File: src/rtl/core/nrt_pkg.sv
`timescale 1ns / 1ps
// ----------------------------------------------------------------------------
// nrt_pkg
// Types and codes shared by the neighbor route table.
// ----------------------------------------------------------------------------
package nrt_pkg;

    localparam logic [7:0] HOPS_NONE = 8'd255;

    // op codes
    localparam logic [1:0] OP_UPDATE = 2'd0;
    localparam logic [1:0] OP_PRUNE  = 2'd1;
    localparam logic [1:0] OP_CLEAR  = 2'd2;

    // configuration register indexes
    localparam logic [1:0] CFG_MIN_HOPS = 2'd0;
    localparam logic [1:0] CFG_BEACON   = 2'd1;
    localparam logic [1:0] CFG_GAP      = 2'd2;
    localparam logic [1:0] CFG_ROLE     = 2'd3;

    // one neighbor entry as held in the table memory
    typedef struct packed {
        logic [31:0]        id;
        logic [7:0]         hops;
        logic signed [15:0] rssi;
        logic [31:0]        seen;
    } entry_t;

endpackage

File: src/rtl/core/neighbor_route_table.sv
`timescale 1ns / 1ps
// Each pass walks the table entry by entry. A rejected, clear or no-op word goes
// straight to the result state. An update on a full table walks the id search,
// the worst-entry search and route selection. One word at a time: the next word
// is taken only once the result of the last is loaded. Reset: synchronous; table
// empties, no route.
// ----------------------------------------------------------------------------
// neighbor_route_table
// Bounded mesh neighbor table with best/second-best route selection and an
// advertisement trigger, run by a small sequencer over a one-port memory.
// ----------------------------------------------------------------------------
module neighbor_route_table #(
    parameter int MAX_NEIGHBORS   = 8,
    parameter int TIMEOUT_BEACONS = 3
) (
    input  logic               aclk,
    input  logic               aresetn,
    // configuration
    input  logic               cfg_valid,
    output logic               cfg_ready,
    input  logic [1:0]         cfg_index,
    input  logic [31:0]        cfg_data,
    // input words
    input  logic               s_valid,
    output logic               s_ready,
    input  logic [1:0]         s_op,
    input  logic [31:0]        s_now_ms,
    input  logic [31:0]        s_neighbor_id,
    input  logic [7:0]         s_advertised_hops,
    input  logic signed [15:0] s_rssi,
    input  logic               s_retry_busy,
    // result words
    output logic               m_valid,
    input  logic               m_ready,
    output logic               m_status,
    output logic [31:0]        m_best_id,
    output logic [31:0]        m_second_best_id,
    output logic [7:0]         m_own_hops,
    output logic               m_send_advert,
    output logic [3:0]         m_entry_count
);
    import nrt_pkg::*;

    localparam int IDX_W = $clog2(MAX_NEIGHBORS);
    localparam int CNT_W = $clog2(MAX_NEIGHBORS + 1);
    localparam int LIM_W = 32 + $clog2(TIMEOUT_BEACONS + 1);
    localparam logic [CNT_W-1:0] CNT_MAX = CNT_W'(MAX_NEIGHBORS);

    localparam logic [3:0] S_IDLE   = 4'd0;
    localparam logic [3:0] S_FRD    = 4'd1;
    localparam logic [3:0] S_FCHK   = 4'd2;
    localparam logic [3:0] S_WRD    = 4'd3;
    localparam logic [3:0] S_WCHK   = 4'd4;
    localparam logic [3:0] S_WDEC   = 4'd5;
    localparam logic [3:0] S_RRD    = 4'd6;
    localparam logic [3:0] S_RCHK   = 4'd7;
    localparam logic [3:0] S_FIN    = 4'd8;
    localparam logic [3:0] S_PRD    = 4'd9;
    localparam logic [3:0] S_PCHK   = 4'd10;
    localparam logic [3:0] S_PLCHK  = 4'd11;
    localparam logic [3:0] S_DONE   = 4'd12;

    // table memory, registered read
    entry_t mem [MAX_NEIGHBORS];
    entry_t rd_reg;
    logic [IDX_W-1:0] rd_addr;

    logic [3:0]        state_reg;
    logic [CNT_W-1:0]  count_reg;
    logic [CNT_W-1:0]  idx_reg;
    logic [IDX_W-1:0]  wi_reg;
    logic [7:0]        wh_reg;
    logic signed [15:0] wr_reg;
    logic              removed_reg;

    // latched item
    logic [31:0]        now_reg;
    logic [31:0]        id_reg;
    logic [7:0]         hops_reg;
    logic signed [15:0] rssi_reg;
    logic               busy_reg;

    // route search
    logic               hb_reg, hs_reg;
    logic [31:0]        bid_reg, sid_reg;
    logic [7:0]         bh_reg, sh_reg;
    logic signed [15:0] br_reg, sr_reg;

    // persistent route state and config
    logic [31:0] best_reg, second_reg, last_ms_reg;
    logic [7:0]  own_reg, last_hops_reg;
    logic [7:0]  min_hops_reg;
    logic [31:0] beacon_reg, gap_reg;
    logic        role_reg;
    logic [LIM_W-1:0] limit_reg;
    logic        status_reg, advert_reg;

    assign cfg_ready = 1'b1;
    assign s_ready   = (state_reg == S_IDLE);

    // read address follows the pass in progress
    always_comb begin
        if (state_reg == S_PCHK) begin
            rd_addr = IDX_W'(count_reg - 1'b1);
        end else begin
            rd_addr = idx_reg[IDX_W-1:0];
        end
    end

    always_ff @(posedge aclk) begin
        rd_reg <= mem[rd_addr];
    end

    // ranking helpers on the freshly read entry
    logic i_above_b, b_above_s, i_above_s, worse_w, new_better_w, timed_out;
    logic [31:0] age;
    always_comb begin
        i_above_b = (rd_reg.hops != bh_reg) ? (rd_reg.hops < bh_reg) : (rd_reg.rssi > br_reg);
        b_above_s = (bh_reg != sh_reg) ? (bh_reg < sh_reg) : (br_reg > sr_reg);
        i_above_s = (rd_reg.hops != sh_reg) ? (rd_reg.hops < sh_reg) : (rd_reg.rssi > sr_reg);
        worse_w   = (rd_reg.hops > wh_reg) ||
                    ((rd_reg.hops == wh_reg) && (rd_reg.rssi < wr_reg));
        new_better_w = (hops_reg < wh_reg) || ((hops_reg == wh_reg) && (rssi_reg > wr_reg));
        age       = now_reg - rd_reg.seen;
        timed_out = {{(LIM_W-32){1'b0}}, age} >= limit_reg;
    end

    // final route values and advert decision
    logic [31:0] fin_best, fin_second;
    logic [7:0]  fin_own;
    logic        fin_adv;
    always_comb begin
        if (hb_reg) begin
            fin_best   = bid_reg;
            fin_own    = bh_reg + 8'd1;
            fin_second = hs_reg ? sid_reg : bid_reg;
        end else begin
            fin_best   = 32'd0;
            fin_own    = HOPS_NONE;
            fin_second = 32'd0;
        end
        fin_adv = role_reg && (fin_own != last_hops_reg) &&
                  ((now_reg - last_ms_reg) >= gap_reg) &&
                  (count_reg != '0) && !busy_reg;
    end

    // sequencer
    always_ff @(posedge aclk) begin
        if (!aresetn) begin
            state_reg     <= S_IDLE;
            count_reg     <= '0;
            best_reg      <= 32'd0;
            second_reg    <= 32'd0;
            own_reg       <= HOPS_NONE;
            last_hops_reg <= HOPS_NONE;
            last_ms_reg   <= 32'd0;
            min_hops_reg  <= 8'd0;
            beacon_reg    <= 32'd1000;
            gap_reg       <= 32'd0;
            role_reg      <= 1'b1;
            m_valid       <= 1'b0;
        end else begin
            // DONE reloads the result register itself
            if (m_valid && m_ready && state_reg != S_DONE) begin
                m_valid <= 1'b0;
            end
            if (cfg_valid) begin
                unique case (cfg_index)
                    CFG_MIN_HOPS: min_hops_reg <= cfg_data[7:0];
                    CFG_BEACON:   beacon_reg   <= cfg_data;
                    CFG_GAP:      gap_reg      <= cfg_data;
                    CFG_ROLE:     role_reg     <= cfg_data[0];
                    default:      ;
                endcase
            end
            unique case (state_reg)
                S_IDLE: begin
                    if (s_valid) begin
                        now_reg     <= s_now_ms;
                        id_reg      <= s_neighbor_id;
                        hops_reg    <= s_advertised_hops;
                        rssi_reg    <= s_rssi;
                        busy_reg    <= s_retry_busy;
                        idx_reg     <= '0;
                        status_reg  <= 1'b0;
                        advert_reg  <= 1'b0;
                        removed_reg <= 1'b0;
                        hb_reg      <= 1'b0;
                        hs_reg      <= 1'b0;
                        limit_reg   <= LIM_W'(beacon_reg) * LIM_W'(TIMEOUT_BEACONS);
                        case (s_op)
                            OP_UPDATE: state_reg <= (s_advertised_hops >= min_hops_reg)
                                                    ? S_FRD : S_DONE;
                            OP_PRUNE:  state_reg <= S_PRD;
                            OP_CLEAR: begin
                                count_reg  <= '0;
                                best_reg   <= 32'd0;
                                second_reg <= 32'd0;
                                own_reg    <= HOPS_NONE;
                                state_reg  <= S_DONE;
                            end
                            default:   state_reg <= S_DONE;
                        endcase
                    end
                end
                // look for the id
                S_FRD: begin
                    if (idx_reg < count_reg) begin
                        state_reg <= S_FCHK;
                    end else if (count_reg >= CNT_MAX) begin
                        idx_reg   <= '0;
                        state_reg <= S_WRD;
                    end else begin
                        mem[count_reg[IDX_W-1:0]] <= '{id_reg, hops_reg, rssi_reg, now_reg};
                        count_reg <= count_reg + 1'b1;
                        idx_reg   <= '0;
                        state_reg <= S_RRD;
                    end
                end
                S_FCHK: begin
                    if (rd_reg.id == id_reg) begin
                        mem[idx_reg[IDX_W-1:0]] <= '{id_reg, hops_reg, rssi_reg, now_reg};
                        idx_reg   <= '0;
                        state_reg <= S_RRD;
                    end else begin
                        idx_reg   <= idx_reg + 1'b1;
                        state_reg <= S_FRD;
                    end
                end
                // find first worst entry of a full table
                S_WRD: begin
                    state_reg <= (idx_reg < CNT_MAX) ? S_WCHK : S_WDEC;
                end
                S_WCHK: begin
                    if (idx_reg == '0 || worse_w) begin
                        wi_reg <= idx_reg[IDX_W-1:0];
                        wh_reg <= rd_reg.hops;
                        wr_reg <= rd_reg.rssi;
                    end
                    idx_reg   <= idx_reg + 1'b1;
                    state_reg <= S_WRD;
                end
                S_WDEC: begin
                    idx_reg <= '0;
                    if (new_better_w) begin
                        mem[wi_reg] <= '{id_reg, hops_reg, rssi_reg, now_reg};
                        state_reg   <= S_RRD;
                    end else begin
                        status_reg <= 1'b1;
                        state_reg  <= S_DONE;
                    end
                end
                // best and second-best pass
                S_RRD: begin
                    state_reg <= (idx_reg < count_reg) ? S_RCHK : S_FIN;
                end
                S_RCHK: begin
                    if (rd_reg.hops != HOPS_NONE) begin
                        if (!hb_reg) begin
                            hb_reg  <= 1'b1;
                            bid_reg <= rd_reg.id;
                            bh_reg  <= rd_reg.hops;
                            br_reg  <= rd_reg.rssi;
                        end else if (i_above_b) begin
                            if (!hs_reg || b_above_s) begin
                                hs_reg  <= 1'b1;
                                sid_reg <= bid_reg;
                                sh_reg  <= bh_reg;
                                sr_reg  <= br_reg;
                            end
                            bid_reg <= rd_reg.id;
                            bh_reg  <= rd_reg.hops;
                            br_reg  <= rd_reg.rssi;
                        end else if (!hs_reg || i_above_s) begin
                            hs_reg  <= 1'b1;
                            sid_reg <= rd_reg.id;
                            sh_reg  <= rd_reg.hops;
                            sr_reg  <= rd_reg.rssi;
                        end
                    end
                    idx_reg   <= idx_reg + 1'b1;
                    state_reg <= S_RRD;
                end
                S_FIN: begin
                    best_reg   <= fin_best;
                    second_reg <= fin_second;
                    own_reg    <= fin_own;
                    advert_reg <= fin_adv;
                    if (fin_adv) begin
                        last_hops_reg <= fin_own;
                        last_ms_reg   <= now_reg;
                    end
                    state_reg <= S_DONE;
                end
                // prune pass, swap-remove from the tail
                S_PRD: begin
                    if (idx_reg < count_reg) begin
                        state_reg <= S_PCHK;
                    end else if (removed_reg) begin
                        idx_reg   <= '0;
                        state_reg <= S_RRD;
                    end else begin
                        state_reg <= S_DONE;
                    end
                end
                S_PCHK: begin
                    if (timed_out) begin
                        state_reg <= S_PLCHK;
                    end else begin
                        idx_reg   <= idx_reg + 1'b1;
                        state_reg <= S_PRD;
                    end
                end
                S_PLCHK: begin
                    mem[idx_reg[IDX_W-1:0]] <= rd_reg;
                    count_reg   <= count_reg - 1'b1;
                    removed_reg <= 1'b1;
                    state_reg   <= S_PRD;
                end
                S_DONE: begin
                    if (!m_valid || m_ready) begin
                        m_valid          <= 1'b1;
                        m_status         <= status_reg;
                        m_best_id        <= best_reg;
                        m_second_best_id <= second_reg;
                        m_own_hops       <= own_reg;
                        m_send_advert    <= advert_reg;
                        m_entry_count    <= 4'(count_reg);
                        state_reg        <= S_IDLE;
                    end
                end
                default: state_reg <= S_IDLE;
            endcase
        end
    end

    // checks
    a_count_bound: assert property (@(posedge aclk) disable iff (!aresetn)
        count_reg <= CNT_MAX) else $error("entry count above table size");
    a_drop_no_advert: assert property (@(posedge aclk) disable iff (!aresetn)
        (m_valid && m_status) |-> !m_send_advert) else $error("advert on dropped word");
    a_advert_tracks: assert property (@(posedge aclk) disable iff (!aresetn)
        (state_reg == S_FIN && fin_adv) |=> (last_hops_reg == own_reg))
        else $error("last advert hops not stored");
    a_ready_idle: assert property (@(posedge aclk) disable iff (!aresetn)
        (s_valid && s_ready) |=> (state_reg != S_IDLE)) else $error("item lost");

endmodule

File: config.mk
export PLATFORM = sky130hd
export DESIGN_NAME = neighbor_route_table
export DESIGN_NICKNAME = d
export VERILOG_FILES = /design/src/rtl/core/nrt_pkg.sv /design/src/rtl/core/neighbor_route_table.sv
export SDC_FILE = /design/constraint.sdc
export NUM_CORES = 2
export LEC_CHECK = 0
export BUFFER_PORTS_ARGS = -buffer_cell sky130_fd_sc_hd__buf_4
export CAP_MARGIN = 15
export CORE_UTILIZATION = 35
export CTS_BUF_LIST = sky130_fd_sc_hd__clkbuf_4
export DETAILED_ROUTE_END_ITERATION = 10
export GPL_TIMING_DRIVEN = 0
export PLACE_DENSITY_LB_ADDON = 0.3
export REMOVE_ABC_BUFFERS = 1
export SYNTH_ARGS = -nofsm -noshare
export SYNTH_HDL_FRONTEND = slang
export SYNTH_SLANG_ARGS = --single-unit
File: constraint.sdc
create_clock -name aclk -period 14.3 [get_ports aclk]
set_input_delay 3.575 -clock aclk [delete_from_list [all_inputs] [get_ports aclk]]
set_output_delay 3.575 -clock aclk [all_outputs]
set_load 0.05 [all_outputs]
==> load_flow_metrics.sql <==
INSERT INTO impl_metrics (metric_group, metric, value, unit) VALUES
('global_route', 'grt.overflow.total', '0', ''),
('timing', 'tns', '0', 'ns'),
('timing', 'number_of_failing_setup_endpoints_in_the_final_timing_report', '0', ''),
('floorplan', 'initial_core_util', '0.353', ''),
('drt', 'route.final.wire_length', '157000', 'µm'),
('drt', 'firstDrtPassIters', '7', ''),
('drt', 'via_per_inst', '5.04', ''),
('drt', 'vias', '41388', ''),
('clock_tree', 'latest_clock_arrival_within_the_worst_skew_pair', '1.33', 'ns'),
('synth', 'synth.avg_cell_area', '11.4', 'µm²'),
('timing', 'skew', '0.134', 'ns'),
('clock_tree', 'htree_levels', '5', ''),
('global_route', 'grt_pass1_wl', '239000', 'µm'),
('timing', 'timing_worst_slew_pin_value', '1.00', 'ns'),
('place', 'dp_worst_setup_slack', '7.08', 'ns'),
('clock_tree', 'clock-root-buffer', 'sky130_fd_sc_hd__clkbuf_4', ''),
('timing', 'maxSlewHeadroom', '0.330', ''),
('global_route', 'grt_pass1_vias', '40387', ''),
('global_route', 'grt_max_degree', '93', ''),
('clock_tree', 'clk_pin_slew_worst_paths', '0.08', 'ns'),
('layout', 'finalCoreUtilization', '0.419', ''),
('synth', 'synthesis.yosys.warnings', '0', ''),
('status', 'status', 'finished clean', ''),
('layout', 'fraction_of_final_layout_cells_sized_beyond_drive_strength_1', '0.183', ''),
('drt', 'antenna_left', '0', ''),
('floorplan', 'fp.dieArea', '171000', 'µm²'),
('flow_run', 'cap_violations', '0', ''),
('pwr', 'ir_worst_vdd', '0.0959', 'mV'),
('timing', 'worst_setup_slack_after_layout', '7.96', 'ns'),
('pwr', 'share_clk_of_total_power', '0.276', ''),
('synth', 'synth-edff-count', '1053', ''),
('clock_tree', 'clockBufferDepth', '4', ''),
('drt', 'post_drt_wl_per_cell', '19.1', 'µm'),
('pwr', 'leakagePower', '27.1', 'nW'),
('floorplan', 'design.portCount', '211', ''),
('critical_path', 'worstPathRequired', '15.17', 'ns'),
('layout', 'instances_no_fill', '8206', ''),
('synth', 'ys_ff_latch', '1335', ''),
('place', 'io_buffer_count', '209', ''),
('pwr', 'net-switching-power', '4.32', 'mW'),
('synth', 'mappedNetlistArea', '59100', 'µm²'),
('clock_tree', 'cts_tree', 'built', ''),
('timing', 'final-max-slew-violation-count', '0', ''),
('pwr', 'seq_power_share', '0.403', ''),
('place', 'hpwl', '108000', 'µm'),
('layout', 'final_nets', '6144', ''),
('synth', 'unique_masters_post_synth', '74', ''),
('floorplan', 'die_x', '413', 'µm'),
('global_route', 'initial_antenna_violation_count', '7', ''),
('hold_path', 'worst_hold_path_class', 'flop to flop', ''),
('global_route', 'groute.usage.overall', '0.182', ''),
('timing', 'hold_ws', '0.420', 'ns'),
('clock_tree', 'postCtsSetupRepairBufs', '0', ''),
('layout', 'largest_register_ff_count', '704', ''),
('drt', 'remaining_drc_errors', '0', ''),
('timing', 'rsz0062_at_grt', 'no', ''),
('critical_path', 'kind_of_capture_point_of_the_worst_setup_path', 'flop', ''),
('place', 'routabilityCongestion', '0.854', ''),
('timing', 'layout_min_cycle_time', '6.34', 'ns'),
('pwr', 'power_dens_cells', '176', 'nW/µm²'),
('clock_tree', 'clock-sinks', '1335', ''),
('synth', 'async_reset_ff_frac', '0', ''),
('place', 'placed_cells_incl_taps', '7561', ''),
('clock_tree', 'tritoncts.num_buffers', '357', ''),
('critical_path', 'worst_ep_arrival_time', '7.21', 'ns'),
('timing', 'finalHoldViolations', '0', ''),
('pwr', 'p_int', '7.99', 'mW'),
('floorplan', 'placementRows', '150', ''),
('layout', 'layout_common_cells', 'sky130_fd_sc_hd__nand2_1, sky130_fd_sc_hd__edfxtp_1, sky130_fd_sc_hd__clkbuf_4', ''),
('timing', 'fmax', '0.158', 'GHz'),
('pwr', 'sw_frac_of_total', '0.351', '');
## worst max-delay path, stage by stage, from the launching register on
cell                        delay, ns
sky130_fd_sc_hd__edfxtp_1        0.57
sky130_fd_sc_hd__ha_1            0.35
sky130_fd_sc_hd__nor2b_1         0.16
sky130_fd_sc_hd__o2111ai_1       0.21
sky130_fd_sc_hd__a2111oi_1       0.79
sky130_fd_sc_hd__nor2_1          0.22
sky130_fd_sc_hd__o211ai_1        0.36
sky130_fd_sc_hd__a31oi_1         0.22
sky130_fd_sc_hd__o21ai_1         0.32
sky130_fd_sc_hd__a311oi_1        0.18
sky130_fd_sc_hd__xnor2_1         0.21
sky130_fd_sc_hd__ha_1            0.27
sky130_fd_sc_hd__a211oi_1        0.26
sky130_fd_sc_hd__nand2_1         0.12
sky130_fd_sc_hd__o221ai_1        0.32
sky130_fd_sc_hd__inv_1           0.07
sky130_fd_sc_hd__a31oi_1         0.15
sky130_fd_sc_hd__o21ai_0         0.27
sky130_fd_sc_hd__nor4_1          0.84
## power groups by stage
stage                     Clock [mW]  Sequential [mW]  Combinational, mW
final                           3.40             4.96               3.96
after CTS                       3.51             4.96               3.98
after global placement             0             5.11               4.80
after floorplan                    0             4.94               3.18
after global routing            3.71             4.99               4.42
after detailed placement           0             5.04               3.96
## path summary, 6_finish.rpt
path,depth (start not counted),slack [ns],startpoint,end
setup / recovery,18,7.96,now_reg[1],idx_reg[0]
hold / removal,0,0.42,status_reg,m_status
setup reg to reg,18,7.96,now_reg[1],idx_reg[0]
hold reg to reg,0,0.42,status_reg,m_status
## cell families after synthesis
kind of cell,Yosys count,synth area share
muxes,131,0.0241
adders and majority gates,297,0.0633
AOI/OAI and AO/OA,822,0.0842
and+or+nand+nor,2004,0.148
xor gates and xnor gates,125,0.0188
DFF,1335,0.631
buffers and inverters,491,0.0314
other,1,0.0000635
## cell type report
cell class / count / area (µm²)
multi-input combinational: 3380 / 20200
fill: 15899 / 97300
sequential: 1335 / 37300
inverter: 250 / 951
timing repair buffer: 393 / 4330
antenna: 7 / 17.5
clock buffer: 550 / 4130
clock inverter: 87 / 450
tap: 2204 / 2760
## synth_stat cells (17+ instances only)
| cell | number | share of area |
|---|---|---|
| sky130_fd_sc_hd__o21a_1 | 35 | 0.0044 |
| sky130_fd_sc_hd__edfxtp_1 | 1053 | 0.54 |
| sky130_fd_sc_hd__inv_1 | 250 | 0.016 |
| sky130_fd_sc_hd__nand2b_1 | 22 | 0.0023 |
| sky130_fd_sc_hd__a21oi_1 | 246 | 0.021 |
| sky130_fd_sc_hd__nor2b_1 | 30 | 0.0032 |
| sky130_fd_sc_hd__nand4_1 | 50 | 0.0053 |
| sky130_fd_sc_hd__o21ai_0 | 255 | 0.022 |
| sky130_fd_sc_hd__mux2_2 | 92 | 0.018 |
| sky130_fd_sc_hd__buf_1 | 19 | 0.0012 |
| sky130_fd_sc_hd__a31oi_1 | 17 | 0.0018 |
| sky130_fd_sc_hd__nand3_1 | 520 | 0.044 |
| sky130_fd_sc_hd__xnor2_1 | 99 | 0.015 |
| sky130_fd_sc_hd__nor3_1 | 46 | 0.0039 |
| sky130_fd_sc_hd__a22oi_1 | 34 | 0.0043 |
| sky130_fd_sc_hd__dfxtp_1 | 282 | 0.096 |
| sky130_fd_sc_hd__mux2i_1 | 39 | 0.0066 |
| sky130_fd_sc_hd__clkbuf_1 | 215 | 0.014 |
| sky130_fd_sc_hd__nor2_1 | 193 | 0.012 |
| sky130_fd_sc_hd__a21o_1 | 99 | 0.013 |
| sky130_fd_sc_hd__ha_1 | 294 | 0.062 |
| sky130_fd_sc_hd__xor2_1 | 25 | 0.0037 |
| sky130_fd_sc_hd__nand2_1 | 1069 | 0.068 |
## through the flow
stage	power [mW]	area, µm²
floorplan	8.11	58200
global placement	9.91	62500
detailed placement	9.00	65500
CTS	12.4	70100
global route	13.1	70100
finish	12.3	70100
## per-layer routing
| metal | up-vias | global-route usage | routed length (µm) |
|---|---|---|---|
| met5 | - | 0 | 12 |
| met4 | 2 | 0.0585 | 3830 |
| met3 | 264 | 0.0394 | 8670 |
| met2 | 1057 | 0.299 | 75500 |
| met1 | 20135 | 0.239 | 68800 |
| li1 | 19930 | - | - |
Power figures use the tool's default switching activity.
